### config.mk
export PLATFORM = sky130hd
export DESIGN_NAME = pbms_ctrl
export DESIGN_NICKNAME = d
export VERILOG_FILES = /design/src/sv/pbms_pkg.sv /design/src/sv/pbms_ctrl.sv
export SDC_FILE = /design/constraint.sdc
export NUM_CORES = 1
export LEC_CHECK = 0
export ABC_AREA = 1
export BUFFER_PORTS_ARGS = -buffer_cell sky130_fd_sc_hd__clkbuf_2
export CAP_MARGIN = 20
export CORE_MARGIN = 2
export CORE_UTILIZATION = 30
export CTS_CLUSTER_SIZE = 8
export DETAILED_ROUTE_END_ITERATION = 7
export PLACE_DENSITY = 0.65
export SETUP_SLACK_MARGIN = 0.4
export SLEW_MARGIN = 5
export SYNTH_ARGS = -nofsm -noshare
export SYNTH_HDL_FRONTEND = slang
export SYNTH_SLANG_ARGS = --single-unit
export TNS_END_PERCENT = 10
### constraint.sdc
create_clock -name clk -period 1.3 [get_ports clk]
set_clock_uncertainty 0.1 [all_clocks]
set_input_delay 0.065 -clock clk [delete_from_list [all_inputs] [get_ports clk]]
set_output_delay 0.065 -clock clk [all_outputs]
set_load 0.03 [all_outputs]
### src/sv/pbms_pkg.sv
`default_nettype none

package pbms_pkg;

  localparam int CMD_W     = 2;
  localparam int POS_W     = 3;
  localparam int LETTER_W  = 5;
  localparam int THR_W     = 17;
  localparam int FRAC_BITS = 16;

  localparam logic [CMD_W-1:0] CMD_CLEAR = 2'd0;
  localparam logic [CMD_W-1:0] CMD_COUNT = 2'd1;
  localparam logic [CMD_W-1:0] CMD_GEN   = 2'd2;

  localparam logic [THR_W-1:0] FRAC_ONE = 17'd65536;

  typedef struct packed {
    logic load;
    logic clr_start;
    logic clr_step;
    logic cnt_wr;
    logic scan_start;
    logic scan_cum;
    logic mul;
    logic row_end;
    logic flush;
  } ctl_t;

  typedef struct packed {
    logic scan_busy;
    logic clr_last;
    logic row_last;
    logic cnt_ok;
    logic gen_ok;
  } stat_t;

endpackage

`default_nettype wire

### src/sv/pbms_ctrl.sv
`default_nettype none

module pbms_ctrl (
  input  wire logic                        clk,
  input  wire logic                        rst,
  input  wire logic                        start,
  input  wire logic [pbms_pkg::CMD_W-1:0]  cmd,
  input  wire pbms_pkg::stat_t             st,
  output pbms_pkg::ctl_t                   ctl,
  output logic                             busy
);

  localparam logic [3:0] S_CLR_GO  = 4'd0;
  localparam logic [3:0] S_CLR     = 4'd1;
  localparam logic [3:0] S_IDLE    = 4'd2;
  localparam logic [3:0] S_CNT_RD  = 4'd3;
  localparam logic [3:0] S_CNT_WR  = 4'd4;
  localparam logic [3:0] S_SUM_GO  = 4'd5;
  localparam logic [3:0] S_SUM     = 4'd6;
  localparam logic [3:0] S_MUL     = 4'd7;
  localparam logic [3:0] S_CUM_GO  = 4'd8;
  localparam logic [3:0] S_CUM     = 4'd9;
  localparam logic [3:0] S_ROW_END = 4'd10;
  localparam logic [3:0] S_FLUSH   = 4'd11;

  logic [3:0] state;
  logic [3:0] state_next;

  always_ff @(posedge clk) begin
    if (rst) begin
      state <= S_CLR_GO;
    end else begin
      state <= state_next;
    end
  end

  always_comb begin
    state_next = state;
    ctl = '0;
    case (state)
      S_CLR_GO: begin
        ctl.clr_start = 1'b1;
        state_next = S_CLR;
      end
      S_CLR: begin
        ctl.clr_step = 1'b1;
        if (st.clr_last) begin
          state_next = S_IDLE;
        end
      end
      S_IDLE: begin
        if (start) begin
          ctl.load = 1'b1;
          case (cmd)
            pbms_pkg::CMD_CLEAR: state_next = S_CLR_GO;
            pbms_pkg::CMD_COUNT: state_next = st.cnt_ok ? S_CNT_RD : S_IDLE;
            pbms_pkg::CMD_GEN:   state_next = st.gen_ok ? S_SUM_GO : S_IDLE;
            default:             state_next = S_IDLE;
          endcase
        end
      end
      S_CNT_RD: begin
        state_next = S_CNT_WR;
      end
      S_CNT_WR: begin
        ctl.cnt_wr = 1'b1;
        state_next = S_IDLE;
      end
      S_SUM_GO: begin
        ctl.scan_start = 1'b1;
        state_next = S_SUM;
      end
      S_SUM: begin
        if (!st.scan_busy) begin
          state_next = S_MUL;
        end
      end
      S_MUL: begin
        ctl.mul = 1'b1;
        state_next = S_CUM_GO;
      end
      S_CUM_GO: begin
        ctl.scan_start = 1'b1;
        ctl.scan_cum = 1'b1;
        state_next = S_CUM;
      end
      S_CUM: begin
        if (!st.scan_busy) begin
          state_next = S_ROW_END;
        end
      end
      S_ROW_END: begin
        ctl.row_end = 1'b1;
        state_next = st.row_last ? S_FLUSH : S_SUM_GO;
      end
      S_FLUSH: begin
        ctl.flush = 1'b1;
        state_next = S_IDLE;
      end
      default: begin
        state_next = S_IDLE;
      end
    endcase
  end

  assign busy = (state != S_IDLE);

endmodule

`default_nettype wire

==> results of run 1 <==
path summary, 6_finish.rpt:
| kind | end | from |
|---|---|---|
| worst min register to register | state[0] | state[1] |
| worst max register to register | state[2] | state[2] |
| worst min-delay path | state[2] | st[4] |
| worst max-delay path | ctl[4] | state[2] |
kinds of logic after synthesis:
family / synth area share
and+or+nand+nor: 0.573
buffers and inverters: 0.157
AOI/OAI and AO/OA: 0.0843
DFF: 0.186
cell usage in the layout, fill, tap and decap left out, drive strengths merged:
master and n:
o21ai 3, nand3 7, clkbuf 18, a31oi 1, nor2 15, nor4 2
inv 18, nor3 1, a21oi 3, dlygate4sd3 1, buf 16, nand2 30
dfxtp 4
layer usage:
layer	vias to the layer above	wire [um]	global-route usage
met5	-	0	0
met4	0	13	0.0774
met3	2	61	0.0304
met2	20	654	0.269
met1	265	565	0.201
li1	328	-	-
report_power, final:
group,internal [mW],switching [mW]
combinational,0.378,0.531
clock,0.103,0.0504
sequential,0.176,0.0716
total,0.657,0.653
area by class of cell:
| cell class | count | area [sq um] | area share |
|---|---|---|---|
| Sequential cell | 4 | 95.1 | 0.110 |
| Multi-Input combinational cell | 62 | 368 | 0.427 |
| Inverter | 18 | 70.1 | 0.0813 |
| Clock buffer | 3 | 22.5 | 0.0261 |
| Tap cell | 15 | 18.8 | 0.0218 |
| Timing Repair Buffer | 32 | 288 | 0.334 |
critical path: stages (launching register included):
cell and delay, ps:
dfxtp_4 360, buf_6 120, nor2_4 180, nand2_4 100
nand2_2 100, buf_8 120
timing repair:
| action | 4_1_cts | 5_1_grt |
|---|---|---|
| hold buffers | 1 | 0 |
| hold endpoints to repair | 3 | 0 |
| gates resized for setup | 23 | 15 |
| setup buffers | 4 | 2 |
| pin swaps | 1 | 1 |
| setup endpoints to repair | 14 | 14 |
==> impl_metrics.ini, run 1 <==
[finish]
top_register = state
design_area_sq_um = 862
fin_nets = 131
top_regs = state (4)
fillers = 124
fin_cells = 134
largest_reg_flops = 4
area_growth_syn_to_layout_pct = 100
fin_util = 0.654
drive_above_1_share = 0.529
n_antenna_cell = 0

[yosys]
syn-num-nets = 94
ys.warnings.count = 0
syn_area_per_cell_sq_um = 5.12
synth_edf_count = 0
ys_seq_elements = 4
netlist-cell-type-count = 15
ys_top_cells_by_area = nand2_1 25%, dfxtp_1 19%, inv_1 14%, nor2_1 8.7%, nand3_1 8.1%
yosysMostFrequentCell = nand2_1
ys_top_cells_by_count = 29 x nand2_1, 16 x inv_1, 10 x nor2_1
seq_area_frac_synth = 0.186
yosys.area.top_type = nand2_1
synth_flop_cell = dfxtp_1
synthDominantCellAreaShare = 0.253
syn_inst = 84
syn-cell-area_sq_um = 430
async_flop_share = 0

[critical_path]
r2r_cells = 9
required_ps = 1130
arrival_ps = 1210
start_kind = register
r2r_slack_ps = -50
crit_type = register to output pin
cp-end-kind = output pin
path_max_fanout = 5

[global_route]
gr-total-overflow = 0
grtUsageTotal = 0.163
grt_pass1_vias = 567
grt_max_degree = 7
antenna_found_initial = 0
grt_first_pass_wirelength_um = 2270

[floorplan]
start_util = 0.327
rows = 13
die_w_um = 41.9
core_sq_um = 1320
design.die.area_sq_um = 1750
ios = 20
dieHeight_um = 41.9

[place]
placedInstanceArea_sq_um = 654
gp_congestion = 0.847
hpwlAfterDp_um = 983
place_inst = 124
portBuffers = 19
pre_cts_ws_ps = 1.66

[sta]
hold_ws_ps = 118
rsz0062_at_grt = yes
drv_slew = 0
worstMarginPinSlew_ps = 242
fmax_ghz = 0.728
fin_tns_setup_ps = -560
finalWorstSetupSlack_ps = -74.2
setup_violations = 10
finalCritPeriodShare = 1.06
hold_viol_final = 0
slew-limit-headroom = 0.838
period_needed_ps = 1370

[clocking]
cts_buffers = 3
clk_pin_slew_ps = 30
clock_sinks = 4
clock_latency_ps = 230
cts_buffer_depth = 2
cts_root_buf = clkbuf_4
cts_tree = done
htreeDepth = 1

[power]
finalPower_mw = 1.31
powerDensity_nw_per_um2 = 1520
leakage_nw = 0.484
ir_worst_vdd_mv = 0.769

[drt]
drtIter0Drc = 8
drtPass1Iterations = 4
drcViolationCount = 0
postRouteAntennaNets = 0
wl_per_cell_um = 9.66
routed_wl_um = 1300
num_vias = 615
drt-vias-per-instance = 4.59

[min_path]
min_path_cells = 4
hold_path.class = input pin to register

[outcome]
violations = negative setup slack
status = finished, violations left

[flow_run]
max_cap_viol_count = 0
(Power assumes the default switching activity.)
==> inputs of run 2 (changes only) <==
- PLACE_DENSITY: 0.65 -> not set
==> run 2 against run 1 <==
Effect of this change:
- the run still ends with negative setup slack left
- count of clock-buffer cells in the layout is the same
- non-clock buffer count down 3
- design area is 0.87% lower
- critical path depth unchanged
- critical path type unchanged
- largest power group unchanged
==> impl_metrics.ini, run 2 (synthesis results as in run 1) <==
[outcome]
status = finished, violations left
violations = negative setup slack

[power]
swShare = 0.514
pwr-share-comb = 0.686
powerDensity_nw_per_um2 = 1590
leakage_nw = 0.479
seqPwrFrac = 0.197
p_int_mw = 0.660
p_switching_mw = 0.698
ir_worst_vdd_mv = 0.651
clkPwrFrac = 0.117

[critical_path]
cp_top_family = flip-flops
arrival_ps = 1220
crit_cells = 5
path_buf_inv = 2
r2r-start = state[1]
required_ps = 1130
start_kind = register
r2r_slack_ps = -30
slowest_delay_ps = 400
cp_common_cell = nor2_4
cp_cell_sequence = inv_4 > nor2_4 > nand2_4 > nor2_4 > buf_6
crit_type = register to output pin
r2r_end = state[0]
critPathSlowestCell = dfxtp_4
path_max_fanout = 6
r2r_cells = 6
cp-end-kind = output pin
worstSetupStartpoint = state[1]

[finish]
top_regs = state (4)
mostFrequentLayoutCell = nand2_1
fin_cells = 131
area_growth_syn_to_layout_pct = 98.5
final_cell_mix = 20 x nand2_1, 13 x inv_1, 10 x clkbuf_2
n_antenna_cell = 0
fin_util = 0.649
design_area_sq_um = 855
drive_above_1_share = 0.517
largest_reg_flops = 4
top_register = state
fin_nets = 128

[clocking]
cts_root_buf = clkbuf_4
cts_buffers = 3
clock_sinks = 4
htreeDepth = 1
cts_tree = done
clock_latency_ps = 240
clk_pin_slew_ps = 40
cts_buffer_depth = 2

[drt]
drt-vias-per-instance = 4.80
num_vias = 629
drtIter0Drc = 21
drcViolationCount = 0
routed_wl_um = 1400
wl_per_cell_um = 10.7
postRouteAntennaNets = 0
drtPass1Iterations = 4

[place]
placedInstanceArea_sq_um = 662
place_inst = 125
gp_congestion = 0.826
portBuffers = 19
pre_cts_ws_ps = -15.9
hpwlAfterDp_um = 1020

[sta]
fin_tns_setup_ps = -641
finalWorstSetupSlack_ps = -84.1
drv_slew = 0
fmax_ghz = 0.723
finalCritPeriodShare = 1.06
worstMarginPinSlew_ps = 259
slew-limit-headroom = 0.827
hold_viol_final = 0
setup_violations = 13
period_needed_ps = 1380
rsz0062_at_grt = yes

[min_path]
min_from = st[2]
min_to = state[3]
hold_path.class = input pin to register
min_path_cells = 5

[global_route]
grt_max_degree = 7
antenna_found_initial = 0
grt_first_pass_wirelength_um = 2330
gr-total-overflow = 0
grtUsageTotal = 0.168
grt_pass1_vias = 572

[floorplan]
dieHeight_um = 41.9
rows = 13
die_w_um = 41.9
core_sq_um = 1320
design.die.area_sq_um = 1750
ios = 20
start_util = 0.327

[flow_run]
max_cap_viol_count = 0
[run 2: cell types whose count changed in the layout (fill, tap and decap cells not counted), moves of 2 or more]
cell | previous run | this run
buf_4 | 10 | 5
buf_6 | 2 | 6
inv_2 | 6 | 2
nand2_1 | 23 | 20
nand2_2 | 5 | 8
buf_8 | 3 | 1
clkbuf_4 | 5 | 3
clkbuf_8 | 4 | 6
inv_1 | 11 | 13
inv_4 | 1 | 3
nor2_4 | 5 | 7
[run 2: worst min-delay path: stages]
cell and delay (ps):
clkbuf_2 80, inv_1 60, o21ai_1 80, inv_1 70, a31oi_1 90
[run 2: power groups by stage]
stage	Combinational (mW)	Sequential [mW]	Clock, mW
floorplan	0.530	0.257	0
global placement	0.756	0.250	0
detailed placement	0.752	0.252	0
CTS	0.873	0.264	0.152
global route	1.01	0.277	0.172
finish	0.931	0.268	0.158
[run 2: metal layers]
metal,routed length (um),vias up,global-route usage,share of wire
met2,733,22,0.284,0.52
met5,0,-,0,0
li1,-,326,-,-
met3,67,2,0.0261,0.048
met4,11,0,0.0774,0.0079
met1,585,279,0.206,0.42
[run 2: cell type report]
class	count	area, sq um
Multi-Input combinational cell	62	380
Inverter	18	75.1
Fill cell	121	463
Clock buffer	3	22.5
Tap cell	15	18.8
Sequential cell	4	95.1
Timing Repair Buffer	29	263
[run 2: how the worst max path moves through the flow]
stage                     to
finish                ctl[8]
global route        state[1]
CTS                   ctl[6]
detailed placement  state[1]
global placement    state[3]
floorplan           state[1]
[run 2: repair_timing]
item | 4_1_cts | 5_1_grt
pin swaps | 8 | 3
gates resized for setup | 33 | 11
hold buffers | 1 | 0
endpoints found under the setup margin | 14 | 14
endpoints found under the hold margin | 3 | 0
gates cloned | 0 | 0
setup buffers | 2 | 0
[run 2: per-stage QoR]
stage               hold WS (ps)  total power, mW
finish                       147             1.36
global route                 160             1.46
CTS                          142             1.29
detailed placement           174             1.00
global placement             174             1.01
floorplan                   24.4            0.787
==> inputs of run 3 (changes only) <==
- CELL_PAD_IN_SITES_DETAIL_PLACEMENT: not set -> 2
- CELL_PAD_IN_SITES_GLOBAL_PLACEMENT: not set -> 2
- CORE_ASPECT_RATIO: not set -> 1.4
- CORE_UTILIZATION: 30 -> 17
- PLACE_DENSITY_LB_ADDON: not set -> 0.1
==> run 3 against run 2 <==
Effect of this change:
- register-to-register slack got worse by 70 ps
- core utilization is 24 points lower
- clock power barely moved
- count of clock-buffer cells in the layout unchanged
- critical endpoint is now state[2]
- sequential power fell by 4%
- total power up 8.2%
- final cell count rose by 22%
- first-iteration DRC count shrank 86%
- highest routed layer unchanged
- worst hold slack got worse by 81 ps
- flip-flop and latch count unchanged
- non-clock buffer count up 10
- die area rose by 69%
- the run still ends with negative setup slack left
==> impl_metrics.ini, run 3 (synthesis results as in run 1) <==
[finish]
area_growth_syn_to_layout_pct = 127
n_antenna_cell = 0
fin_nets = 138
drive_above_1_share = 0.595
top_regs = state (4)
top_register = state
largest_reg_flops = 4
mostFrequentLayoutCell = nand2_1
design_area_sq_um = 976
fin_cells = 160
final_cell_mix = 19 x nand2_1, 15 x buf_4, 10 x inv_1, 10 x clkbuf_2

[outcome]
violations = negative setup slack
status = finished, violations left

[clocking]
htreeDepth = 1
cts_root_buf = clkbuf_4
cts_tree = done
clock_latency_ps = 240
cts_buffer_depth = 2
clk_pin_slew_ps = 40
cts_buffers = 3
clock_sinks = 4

[place]
hpwlAfterDp_um = 1490
gp_congestion = 0.774
portBuffers = 19
pre_cts_ws_ps = -96.8
place_inst = 144
placedInstanceArea_sq_um = 686

[drt]
routed_wl_um = 2010
drtPass1Iterations = 2
num_vias = 682
wl_per_cell_um = 12.6
drcViolationCount = 0
drt-vias-per-instance = 4.26
drtIter0Drc = 3
postRouteAntennaNets = 0

[floorplan]
ios = 20
die_w_um = 46.5
dieHeight_um = 63.5
rows = 21
core_sq_um = 2390
start_util = 0.180
design.die.area_sq_um = 2960

[power]
powerDensity_nw_per_um2 = 1510
leakage_nw = 0.521
finalPower_mw = 1.47
ir_worst_vdd_mv = 0.460

[critical_path]
cp_cell_sequence = buf_6 > nor2_4 > buf_4 > nand3_1 > nand2_1 > inv_1 > nand2_1 > nand2_1 > a21oi_1
path_max_fanout = 5
critPathSlowestCell = dfxtp_4
arrival_ps = 1460
start_kind = register
path_buf_inv = 3
cp_top_family = simple AND/OR/NAND/NOR gates
required_ps = 1370
cp-end-kind = register
slowest_delay_ps = 360
cp_common_cell = nand2_1
r2r_slack_ps = -100
crit_type = register to register

[sta]
setup_violations = 12
fmax_ghz = 0.715
period_needed_ps = 1400
finalCritPeriodShare = 1.08
worstMarginPinSlew_ps = 282
hold_viol_final = 0
fin_tns_setup_ps = -899
rsz0062_at_grt = yes
finalWorstSetupSlack_ps = -97.9
slew-limit-headroom = 0.811
drv_slew = 0

[global_route]
gr-total-overflow = 0
antenna_found_initial = 0
grtUsageTotal = 0.153
grt_first_pass_wirelength_um = 3200
grt_max_degree = 7
grt_pass1_vias = 731

[flow_run]
max_cap_viol_count = 0

[min_path]
hold_path.class = input pin to register
## run 3: metrics by stage
stage	hold WS (ps)	utilization
after floorplan	24.4	-
after global placement	181	0.287
after detailed placement	181	0.287
after global routing	46.8	0.408
after CTS	22.5	0.373
final	65.9	0.408
## run 3: power breakdown
group | internal (mW) | switching [mW]
sequential | 0.176 | 0.0821
clock | 0.104 | 0.0565
combinational | 0.441 | 0.609
## run 3: area by class of cell
type | instances | area, sq um
timing repair buffer | 39 | 345
tap | 34 | 42.5
sequential | 4 | 95.1
fill | 281 | 1420
inverter | 18 | 77.6
clock buffer | 3 | 22.5
multi-input combinational | 62 | 393
## run 3: final timing paths
kind,from,to,cells after the start
hold / removal,st[4],state[2],3
hold reg to reg,state[1],state[1],4
setup / recovery,state[2],state[2],9
setup reg to reg,state[2],state[2],9
## run 3: repair_timing
action	CTS	global route
hold endpoints to repair	3	0
setup endpoints to repair	14	14
hold buffers	1	0
gates cloned	0	0
gates resized for setup	32	22
setup buffers	8	4
pin swaps	6	13
## run 3: routing by layer
metal / track usage / vias to the layer above / wire length, um
met5: 0 / - / 0
met4: 0.0750 / 0 / 38
met3: 0.0344 / 4 / 48
met2: 0.269 / 20 / 1180
met1: 0.160 / 317 / 744
li1: - / 341 / -
## run 3: tightest hold or removal path, stage by stage
cell	delay, ps
clkbuf_2	100
nand3_2	120
a21oi_1	70
